--- config.mk ---
export PLATFORM = sky130hd
export DESIGN_NAME = windowed_memristor_state_step
export DESIGN_NICKNAME = d
export VERILOG_FILES = /design/src/rtl/wms_pkg.sv /design/src/rtl/wms_mul.sv /design/src/rtl/wms_div.sv /design/src/rtl/windowed_memristor_state_step.sv
export SDC_FILE = /design/constraint.sdc
export NUM_CORES = 2
export LEC_CHECK = 0
export ABC_AREA = 1
export BUFFER_PORTS_ARGS = -buffer_cell sky130_fd_sc_hd__buf_4
export CORE_ASPECT_RATIO = 1.75
export CORE_UTILIZATION = 60
export CTS_CLUSTER_DIAMETER = 60
export DETAILED_ROUTE_END_ITERATION = 12
export PLACE_DENSITY = 0.77
export SYNTH_ARGS = -nofsm -noshare
export SYNTH_HDL_FRONTEND = slang
export SYNTH_HIERARCHICAL = 1
export SYNTH_SLANG_ARGS = --single-unit
--- constraint.sdc ---
create_clock -name clock -period 10.35 [get_ports clock]
set_input_delay 2.07 -clock clock [delete_from_list [all_inputs] [get_ports clock]]
set_output_delay 2.07 -clock clock [all_outputs]
set_load 0.02 [all_outputs]
--- src/rtl/wms_pkg.sv ---
`default_nettype none
package wms_pkg;

   localparam int STATE_FRAC_BITS = 16;
   localparam int VOLT_FRAC_BITS  = 12;
   localparam int RES_BITS        = 20;
   localparam int WINDOW_POWER    = 5;
   localparam int WIN_FRAC        = 30;
   localparam int CUR_FRAC        = 24;
   localparam int DT_FRAC         = 16;

   localparam int W_OFFSET   = ((2 ** STATE_FRAC_BITS) + 5000) / 10000;
   localparam int WIN_MULS   = 2 * WINDOW_POWER - 1;
   localparam int M_BITS     = RES_BITS + STATE_FRAC_BITS + 1;
   localparam int DVD_BITS   = 44;
   localparam int DIV_STEPS  = DVD_BITS;
   localparam int MUL_BITS   = 32;
   localparam int NANO_SCALE = 1000000000;

   localparam logic [2:0] CSR_ON_RES  = 3'd0;
   localparam logic [2:0] CSR_OFF_RES = 3'd1;
   localparam logic [2:0] CSR_STEP    = 3'd2;
   localparam logic [2:0] CSR_THRESH  = 3'd3;
   localparam logic [2:0] CSR_GAIN    = 3'd4;

   typedef struct packed {
      logic                  start;
      logic [DVD_BITS-1:0]   dividend;
      logic [M_BITS-1:0]     divisor;
   } div_req_type;

   typedef struct packed {
      logic                  busy;
      logic                  done;
      logic [DVD_BITS-1:0]   quotient;
   } div_rsp_type;

   typedef enum logic [19:0] {
      ST_IDLE   = 20'h00001,
      ST_MSPAN  = 20'h00002,
      ST_MDONE  = 20'h00004,
      ST_CSTART = 20'h00008,
      ST_DIVC   = 20'h00010,
      ST_THR    = 20'h00020,
      ST_THRC   = 20'h00040,
      ST_WIN    = 20'h00080,
      ST_WINC   = 20'h00100,
      ST_WDONE  = 20'h00200,
      ST_P2     = 20'h00400,
      ST_P3     = 20'h00800,
      ST_P3C    = 20'h01000,
      ST_T0     = 20'h02000,
      ST_T1     = 20'h04000,
      ST_T2     = 20'h08000,
      ST_UPD    = 20'h10000,
      ST_DSTART = 20'h20000,
      ST_DIVS   = 20'h40000,
      ST_DONE   = 20'h80000
   } seq_state_type;

endpackage
`default_nettype wire

--- src/rtl/wms_mul.sv ---
`default_nettype none
module wms_mul (
   input  wire logic                           clock,
   input  wire logic [wms_pkg::MUL_BITS-1:0]   mul_a,
   input  wire logic [wms_pkg::MUL_BITS-1:0]   mul_b,
   output logic      [2*wms_pkg::MUL_BITS-1:0] prod
);
   import wms_pkg::*;

   logic [2*MUL_BITS-1:0] prod_ff;
   logic [2*MUL_BITS-1:0] prod_in;

   // one registered product per cycle
   assign prod_in = (2*MUL_BITS)'(mul_a) * (2*MUL_BITS)'(mul_b);

   always_ff @(posedge clock) begin
      prod_ff <= prod_in;
   end

   assign prod = prod_ff;

endmodule
`default_nettype wire

--- src/rtl/wms_div.sv ---
`default_nettype none
module wms_div (
   input  wire logic                  clock,
   input  wire logic                  reset,
   input  wire wms_pkg::div_req_type  div_req,
   output wms_pkg::div_rsp_type       div_rsp
);
   import wms_pkg::*;

   logic [M_BITS-1:0]   rem_ff, rem_in;
   logic [DVD_BITS-1:0] quo_ff, quo_in;
   logic [M_BITS-1:0]   dvs_ff, dvs_in;
   logic [5:0]          cnt_ff, cnt_in;
   logic                busy_ff, busy_in;
   logic                done_ff, done_in;
   logic [M_BITS:0]     trial;
   logic                ge;

   // restoring division, one quotient bit a cycle
   assign trial = {rem_ff, quo_ff[DVD_BITS-1]};
   assign ge    = trial >= {1'b0, dvs_ff};

   always_comb begin
      rem_in  = rem_ff;
      quo_in  = quo_ff;
      dvs_in  = dvs_ff;
      cnt_in  = cnt_ff;
      busy_in = busy_ff;
      done_in = 1'b0;
      if (div_req.start) begin
         rem_in  = '0;
         quo_in  = div_req.dividend;
         dvs_in  = div_req.divisor;
         cnt_in  = 6'(DIV_STEPS);
         busy_in = 1'b1;
      end else if (busy_ff) begin
         rem_in = ge ? M_BITS'(trial - {1'b0, dvs_ff}) : trial[M_BITS-1:0];
         quo_in = {quo_ff[DVD_BITS-2:0], ge};
         cnt_in = cnt_ff - 6'd1;
         if (cnt_ff == 6'd1) begin
            busy_in = 1'b0;
            done_in = 1'b1;
         end
      end
   end

   always_ff @(posedge clock) begin
      if (reset) begin
         busy_ff <= 1'b0;
         done_ff <= 1'b0;
         cnt_ff  <= '0;
      end else begin
         busy_ff <= busy_in;
         done_ff <= done_in;
         cnt_ff  <= cnt_in;
      end
      rem_ff <= rem_in;
      quo_ff <= quo_in;
      dvs_ff <= dvs_in;
   end

   assign div_rsp.busy     = busy_ff;
   assign div_rsp.done     = done_ff;
   assign div_rsp.quotient = quo_ff;

endmodule
`default_nettype wire

--- src/rtl/windowed_memristor_state_step.sv ---
`default_nettype none
// channel | direction | handshake          | word
// req     | in        | req_valid/req_stall | decrease_voltage, increase_voltage
// rsp     | out       | rsp_valid/rsp_stall | next_state, memristance, device_voltage,
//         |           |                     | below_threshold
// csr     | in        | csr_valid/csr_ready | csr_index, csr_data
//
// one word at a time, from one req accept to the next: below threshold or with a degenerate
// range a word needs one 44-step divider pass for the current; otherwise it needs in addition
// a second pass for the new state and nine shared 32x32 multiplier passes for the window
// reset is synchronous: configuration registers back to defaults, device state cleared
// a finished word waits in the rsp register; the next req word is taken meanwhile
// and held in the final state until the rsp register is free
module windowed_memristor_state_step (
   input  wire logic        clock,
   input  wire logic        reset,
   input  wire logic        req_valid,
   output logic             req_stall,
   input  wire logic signed [15:0] req_decrease_voltage,
   input  wire logic signed [15:0] req_increase_voltage,
   output logic             rsp_valid,
   input  wire logic        rsp_stall,
   output logic [15:0]      rsp_next_state,
   output logic [19:0]      rsp_memristance,
   output logic signed [15:0] rsp_device_voltage,
   output logic             rsp_below_threshold,
   input  wire logic        csr_valid,
   output logic             csr_ready,
   input  wire logic [2:0]  csr_index,
   input  wire logic [31:0] csr_data
);
   import wms_pkg::*;

   // configuration registers
   logic [RES_BITS-1:0] on_ff, off_ff;
   logic [15:0]         ts_ff;
   logic [19:0]         thr_ff;
   logic [31:0]         gain_ff;

   // sequencer and working registers
   seq_state_type         state_ff, state_in;
   logic [15:0]           dev_ff;
   logic signed [15:0]    v_ff;
   logic [15:0]           av_ff;
   logic [M_BITS-1:0]     m_ff, m_in;
   logic [27:0]           cur_ff;
   logic [31:0]           a30_ff, p_ff, p2_ff;
   logic [3:0]            cnt_ff;
   logic                  neg_ff;
   logic [43:0]           p3_ff;
   logic [47:0]           acc_ff;
   logic [M_BITS-1:0]     chg_ff;
   logic [15:0]           st_ff;
   logic                  below_ff;
   logic                  rsp_valid_ff;
   logic [15:0]           rsp_state_ff;
   logic [19:0]           rsp_mem_ff;
   logic signed [15:0]    rsp_volt_ff;
   logic                  rsp_below_ff;

   logic [MUL_BITS-1:0]   mul_a, mul_b;
   logic [2*MUL_BITS-1:0] prod;
   div_req_type           div_req;
   div_rsp_type           div_rsp;

   logic                  accept, load, span;
   logic [RES_BITS-1:0]   diff;
   logic [M_BITS-2:0]     lo, hi;
   logic signed [16:0]    vdiff;
   logic signed [15:0]    vsat;
   logic [16:0]           woff;
   logic signed [18:0]    xw;
   logic [16:0]           ax;
   logic signed [32:0]    win;
   logic [30:0]           aw;
   logic [63:0]           prnd, full;
   logic [55:0]           shr;
   logic signed [M_BITS+1:0] ms, mn;
   logic [M_BITS:0]       mrnd;

   assign accept    = req_valid && !req_stall;
   assign req_stall = state_ff != ST_IDLE;
   assign csr_ready = 1'b1;
   assign load      = (state_ff == ST_DONE) && (!rsp_valid_ff || !rsp_stall);

   assign span = off_ff > on_ff;
   assign diff = off_ff - on_ff;
   assign lo   = {on_ff, {STATE_FRAC_BITS{1'b0}}};
   assign hi   = {off_ff, {STATE_FRAC_BITS{1'b0}}};

   // saturating voltage difference
   assign vdiff = 17'(req_increase_voltage) - 17'(req_decrease_voltage);
   always_comb begin
      priority if (vdiff > 17'sd32767)   vsat = 16'sh7fff;
      else if (vdiff < -17'sd32768)      vsat = 16'sh8000;
      else                               vsat = vdiff[15:0];
   end

   // window argument |2(w + offset) - 1| scaled to q2.30
   assign woff = {1'b0, dev_ff} + 17'(W_OFFSET);
   assign xw   = $signed({1'b0, woff, 1'b0}) - 19'sd65536;
   assign ax   = xw[18] ? 17'(-xw) : xw[16:0];

   assign win  = 33'sd1073741824 - $signed({1'b0, p_ff});
   assign aw   = win[32] ? 31'(-win) : win[30:0];

   assign prnd = prod + 64'(1 << (WIN_FRAC - 1));
   assign full = 64'(acc_ff) + {prod[31:0], 32'b0};
   assign shr  = full[63:8];

   // signed step of the memristance, clamped to the on/off range further down
   assign ms = $signed({2'b0, m_ff});
   assign mn = neg_ff ? ms - $signed({2'b0, chg_ff}) : ms + $signed({2'b0, chg_ff});

   assign mrnd = {1'b0, m_ff} + (M_BITS+1)'(1 << (STATE_FRAC_BITS - 1));

   // shared multiplier operand selection
   always_comb begin
      mul_a = '0;
      mul_b = '0;
      unique case (state_ff)
         ST_MSPAN: begin
            mul_a = 32'(diff);
            mul_b = 32'(dev_ff);
         end
         ST_THR: begin
            mul_a = 32'(cur_ff);
            mul_b = 32'(NANO_SCALE);
         end
         ST_WIN: begin
            mul_a = p_ff;
            mul_b = a30_ff;
         end
         ST_WDONE: begin
            mul_a = 32'(cur_ff);
            mul_b = 32'(aw);
         end
         ST_P3: begin
            mul_a = gain_ff;
            mul_b = p2_ff;
         end
         ST_T0: begin
            mul_a = p3_ff[31:0];
            mul_b = 32'(ts_ff);
         end
         ST_T1: begin
            mul_a = 32'(p3_ff[43:32]);
            mul_b = 32'(ts_ff);
         end
         default: begin
            mul_a = '0;
            mul_b = '0;
         end
      endcase
   end

   // divider requests
   always_comb begin
      div_req.start    = 1'b0;
      div_req.dividend = '0;
      div_req.divisor  = '0;
      if (state_ff == ST_CSTART) begin
         div_req.start    = 1'b1;
         div_req.dividend = {av_ff, 28'b0};
         div_req.divisor  = (m_ff < M_BITS'(1 << STATE_FRAC_BITS)) ?
                            M_BITS'(1 << STATE_FRAC_BITS) : m_ff;
      end else if (state_ff == ST_DSTART) begin
         div_req.start    = 1'b1;
         div_req.dividend = DVD_BITS'(m_ff - {1'b0, lo});
         div_req.divisor  = M_BITS'(diff);
      end
   end

   // clamp of the updated memristance
   always_comb begin
      priority if (mn < $signed({3'b0, lo}))  m_in = {1'b0, lo};
      else if (mn > $signed({3'b0, hi}))      m_in = {1'b0, hi};
      else                                    m_in = mn[M_BITS-1:0];
   end

   // sequencer
   always_comb begin
      state_in = state_ff;
      unique case (state_ff)
         ST_IDLE:   if (accept) state_in = ST_MSPAN;
         ST_MSPAN:  state_in = ST_MDONE;
         ST_MDONE:  state_in = ST_CSTART;
         ST_CSTART: state_in = ST_DIVC;
         ST_DIVC:   if (div_rsp.done) state_in = ST_THR;
         ST_THR:    state_in = ST_THRC;
         ST_THRC: begin
            priority if (prod < 64'({thr_ff, 24'b0})) state_in = ST_DONE;
            else if (!span)                           state_in = ST_DONE;
            else                                      state_in = ST_WIN;
         end
         ST_WIN:    state_in = ST_WINC;
         ST_WINC:   state_in = (cnt_ff == 4'(WIN_MULS - 1)) ? ST_WDONE : ST_WIN;
         ST_WDONE:  state_in = ST_P2;
         ST_P2:     state_in = ST_P3;
         ST_P3:     state_in = ST_P3C;
         ST_P3C:    state_in = ST_T0;
         ST_T0:     state_in = ST_T1;
         ST_T1:     state_in = ST_T2;
         ST_T2:     state_in = ST_UPD;
         ST_UPD:    state_in = ST_DSTART;
         ST_DSTART: state_in = ST_DIVS;
         ST_DIVS:   if (div_rsp.done) state_in = ST_DONE;
         ST_DONE:   if (load) state_in = ST_IDLE;
         default:   state_in = ST_IDLE;
      endcase
   end

   // control registers and configuration
   always_ff @(posedge clock) begin
      if (reset) begin
         state_ff     <= ST_IDLE;
         rsp_valid_ff <= 1'b0;
         dev_ff       <= '0;
         on_ff        <= 20'd100;
         off_ff       <= 20'd10000;
         ts_ff        <= 16'd655;
         thr_ff       <= 20'd10000;
         gain_ff      <= 32'd1000000;
      end else begin
         state_ff <= state_in;
         if (load) begin
            rsp_valid_ff <= 1'b1;
            dev_ff       <= st_ff;
         end else if (!rsp_stall) begin
            rsp_valid_ff <= 1'b0;
         end
         if (csr_valid && csr_ready) begin
            unique case (csr_index)
               CSR_ON_RES:  on_ff   <= csr_data[RES_BITS-1:0];
               CSR_OFF_RES: off_ff  <= csr_data[RES_BITS-1:0];
               CSR_STEP:    ts_ff   <= csr_data[15:0];
               CSR_THRESH:  thr_ff  <= csr_data[19:0];
               CSR_GAIN:    gain_ff <= csr_data;
               default: begin
               end
            endcase
         end
      end
   end

   // datapath registers
   always_ff @(posedge clock) begin
      if (accept) begin
         v_ff  <= vsat;
         av_ff <= vsat[15] ? 16'(-17'(vsat)) : vsat;
      end
      if (state_ff == ST_MDONE)
         m_ff <= span ? {1'b0, lo} + prod[M_BITS-1:0] : {1'b0, lo};
      if (state_ff == ST_DIVC && div_rsp.done)
         cur_ff <= div_rsp.quotient[27:0];
      if (state_ff == ST_THRC) begin
         a30_ff <= 32'({ax, 14'b0});
         p_ff   <= 32'({ax, 14'b0});
         cnt_ff <= '0;
         priority if (prod < 64'({thr_ff, 24'b0})) begin
            below_ff <= 1'b1;
            st_ff    <= dev_ff;
         end else if (!span) begin
            below_ff <= 1'b0;
            st_ff    <= '0;
         end else begin
            below_ff <= 1'b0;
         end
      end
      if (state_ff == ST_WINC) begin
         p_ff   <= prnd[61:30];
         cnt_ff <= cnt_ff + 4'd1;
      end
      if (state_ff == ST_WDONE)
         neg_ff <= v_ff[15] ^ win[32];
      if (state_ff == ST_P2)
         p2_ff <= prod[61:30];
      if (state_ff == ST_P3C)
         p3_ff <= prod[59:16];
      if (state_ff == ST_T1)
         acc_ff <= prod[47:0];
      if (state_ff == ST_T2)
         chg_ff <= (shr > 56'(64'd1 << 36)) ? M_BITS'(64'd1 << 36) : shr[M_BITS-1:0];
      if (state_ff == ST_UPD)
         m_ff <= m_in;
      if (state_ff == ST_DIVS && div_rsp.done)
         st_ff <= (div_rsp.quotient > 44'hffff) ? 16'hffff : div_rsp.quotient[15:0];
      if (load) begin
         rsp_state_ff <= st_ff;
         rsp_mem_ff   <= mrnd[35:16];
         rsp_volt_ff  <= v_ff;
         rsp_below_ff <= below_ff;
      end
   end

   wms_mul u_mul (
      .clock (clock),
      .mul_a (mul_a),
      .mul_b (mul_b),
      .prod  (prod)
   );

   wms_div u_div (
      .clock   (clock),
      .reset   (reset),
      .div_req (div_req),
      .div_rsp (div_rsp)
   );

   assign rsp_valid           = rsp_valid_ff;
   assign rsp_next_state      = rsp_state_ff;
   assign rsp_memristance     = rsp_mem_ff;
   assign rsp_device_voltage  = rsp_volt_ff;
   assign rsp_below_threshold = rsp_below_ff;

   // divider only restarted once idle
   a_div_idle: assert property (@(posedge clock) disable iff (reset)
      div_req.start |-> !div_rsp.busy) else $error("divider restarted while busy");

   // an accepted word starts the sequence
   a_start: assert property (@(posedge clock) disable iff (reset)
      accept |=> state_ff == ST_MSPAN) else $error("sequencer did not start");

   // below threshold keeps the device state
   a_keep: assert property (@(posedge clock) disable iff (reset)
      (load && below_ff) |-> st_ff == dev_ff) else $error("state changed below threshold");

   // loaded word shows up on the output
   a_load: assert property (@(posedge clock) disable iff (reset)
      load |=> rsp_valid_ff && rsp_state_ff == $past(st_ff) && dev_ff == $past(st_ff))
      else $error("result word not presented");

endmodule
`default_nettype wire

==> impl_results.md <==
- Die area: between 100000 and 150000 sq um
- Post-Syn Area: between 80000 and 90000 sq um
- Clock sinks: 707
- Antenna Nets Post-Route: 0
- Core Area: about 130000 sq um
- Clock Path Buffers: 3
- Run status: complete, but fails checks
- P_int: between 0.004 and 0.005 W
- Req. time, crit path: around 11 ns
- Pin count of the biggest net entering global routing: roughly 100
- Post-DR vias/cell: 6.089
- Max stage delay cell, worst path: nand2_1
- Power share of the combinational group: 13.6%
- Hold Path Origin: below_ff$_DFFE_PP_
- H-tree levels: 3
- Residual DRC count: 0
- Worst Path Arrival: 10.74 ns
- Crit start category: register
- First-pass GRT wire length: 528.6 mm
- Post-Syn Instances: 10880
- Avg Cell Area, Syn: 7.481 sq um
- Syn Nets: 12390
- Area Growth Syn to Fin: 9.134%
- Maximum vdd drop: 0.1244 mV
- Hold crit path type: reg -> reg
- Final Power: 0.006805 W
- Pwr/cell area: 76.64 nW/um^2
- Setup TNS: 0 ns
- Fmax: 99.02 MHz
- Fin. max-slew vios: 3
- Initial Utilization: about three fifths
- Routability cong.: 1.158
- DRT Pass-1 Iters: 12
- Number of max-cap violations: 1
- Vias: 78470
- Clock share of power: about two fifths
- Critical Path Max Stage Delay: 0.84 ns
- Failing checks: max-capacitance violations, max-slew violations
- Row cnt: 178
- Layout cell share with drive strength beyond 1: 6.765%
- Net Switching: 0.002002 W
- Die Wd: 280.4 um
- HPWL after DPL: about 280 mm
- Slew @ Worst Pin: 1.500 ns
- WL final: 357.8 mm
- Crit path time final: 10.10 ns
- Worst Setup End Kind: register
- Worst r2r src: state_ff[12]$_SDFFE_PP0P_
- Detailed Route Iter0 Violations: 9089
- Switching share of power: 29.41%
- Worst-path clk slew: 0.08 ns
- Sequential share of power: 45.5%
- IO Port Bufs: 126
- Critical path launch point: state_ff[12]$_SDFFE_PP0P_
- Ys Warns: 6
- GRT Total Usage: 53.94%
- Antenna violations before repair: 20
- Vias in the first global route: 82150
- CP Class: reg -> reg
- Grt ovf: 0
- Die outline height: 489.1 um
- Period utilization: between 90% and 100%
- Fin nets: 12530
- Critical Path Most Common Cell: fa_1
- TritonCTS buffer count: 69
- Hold buffers post-CTS: 0
- Static Leak: about 48 nW
- Buf+Inv Stages, Crit Path: 10
- Root Driver: clkbuf_16
- Crit-path max FO: 18
- Critical path's top delay family: adder cells
- Total I/O pin count: 128
- Avg WL per Cell: 27.77 um
- Relative slew margins: -0.9543%
- Final setup violation count: 0
- Later-pin clock latency in the skew report: 0.71 ns
- Final Hold Viols: 0
- Layout Skew: 0.05034 ns
- TritonCTS clock tree: done
## final timing paths
check | end | slack (ns) | cells after the start
worst min register to register | rsp_below_threshold$_DFFE_PP_ | 0.42 | 0
worst min-delay path | rsp_below_threshold$_DFFE_PP_ | 0.42 | 0
worst max-delay path | u_mul/prod[33]$_DFF_P_ | 0.25 | 33
worst max register to register | u_mul/prod[33]$_DFF_P_ | 0.25 | 33
## worst reg2reg max path, delay by kind of cell, from the launching register on
family	cells	cell delay (ns)
AND/OR/NAND/NOR	11	2.62
AO/OA/AOI/OAI	2	0.89
adder cells (fa/ha/maj)	9	4.35
buffers and inverters	10	1.63
flip-flops	1	0.41
XOR/XNOR	1	0.16
## cells in the final DEF, fill, tap and decap left out, types with 254 or more instances in the layout
master and instances:
nand3_1 433, buf_4 388, ha_1 533, a21oi_1 403
inv_1 2577, dfxtp_1 254, fa_1 904, o21ai_0 320
nand2_1 3044, edfxtp_1 453, nor2_1 589
## through the flow
stage / hold slack (ns) / utilization (%) / setup WS (ns) / area (sq um) / std cells
detailed placement: 0.4045 / 63.95 / 0.2340 / 86020 / 12730
global placement: 0.4021 / 63.95 / 0.3306 / 86020 / 12730
CTS: 0.4173 / 65.70 / 0.1936 / 88380 / 12850
global route: 0.4217 / 65.99 / -0.1038 / 88770 / 12880
finish: 0.4188 / 66.01 / 0.2506 / 88800 / 12890
floorplan: 0.4003 / - / 1.474 / 81360 / 10880
## flip-flops by register name, summed over array words and instances, names as in the netlist, 20 cells and up
signal	count
p_ff	32
m_ff	37
cur_ff	28
thr_ff	20
rsp_memristance	20
u_div/rem_ff	37
u_mul/prod	64
on_ff	20
off_ff	20
p3_ff	44
u_div/dvs_ff	37
chg_ff	37
acc_ff	40
p2_ff	32
gain_ff	32
state_ff	20
u_div/quo_ff	44
## cell type report
| cell class | count | area (sq um) |
|---|---|---|
| clock inverters | 48 | 506.7 |
| diodes | 15 | 37.54 |
| clock buffers | 80 | 1852 |
| fillers | 11310 | 45720 |
| repair buffers | 424 | 3610 |
| well taps | 1800 | 2252 |
| inverters | 2616 | 9824 |
| flip-flops and latches | 707 | 18690 |
| multi-input cells | 7197 | 52030 |
## repair_timing
item                       in CTS  in global routing
setup endpoints to repair       0                 48
gates resized for setup         0                 11
buffers inserted                0                 13
## per-layer routing
metal  up-vias  GRT usage [%]  wire [um]
met5         -         0.8903        285
li1      33370              -          -
met4        18          66.21      58030
met1     36470          47.60      96770
met2      5716          86.40     165500
met3      2890          20.05      37230
## power groups by stage
stage                     Clock, W  Sequential [W]  Combinational [W]
after floorplan                  0         0.00313           0.000533
final                      0.00279         0.00309           0.000925
after global placement           0         0.00315           0.000837
after global routing       0.00286         0.00309           0.000976
after detailed placement         0         0.00315           0.000847
after CTS                  0.00276         0.00309           0.000853
(Power assumes the default switching activity.)
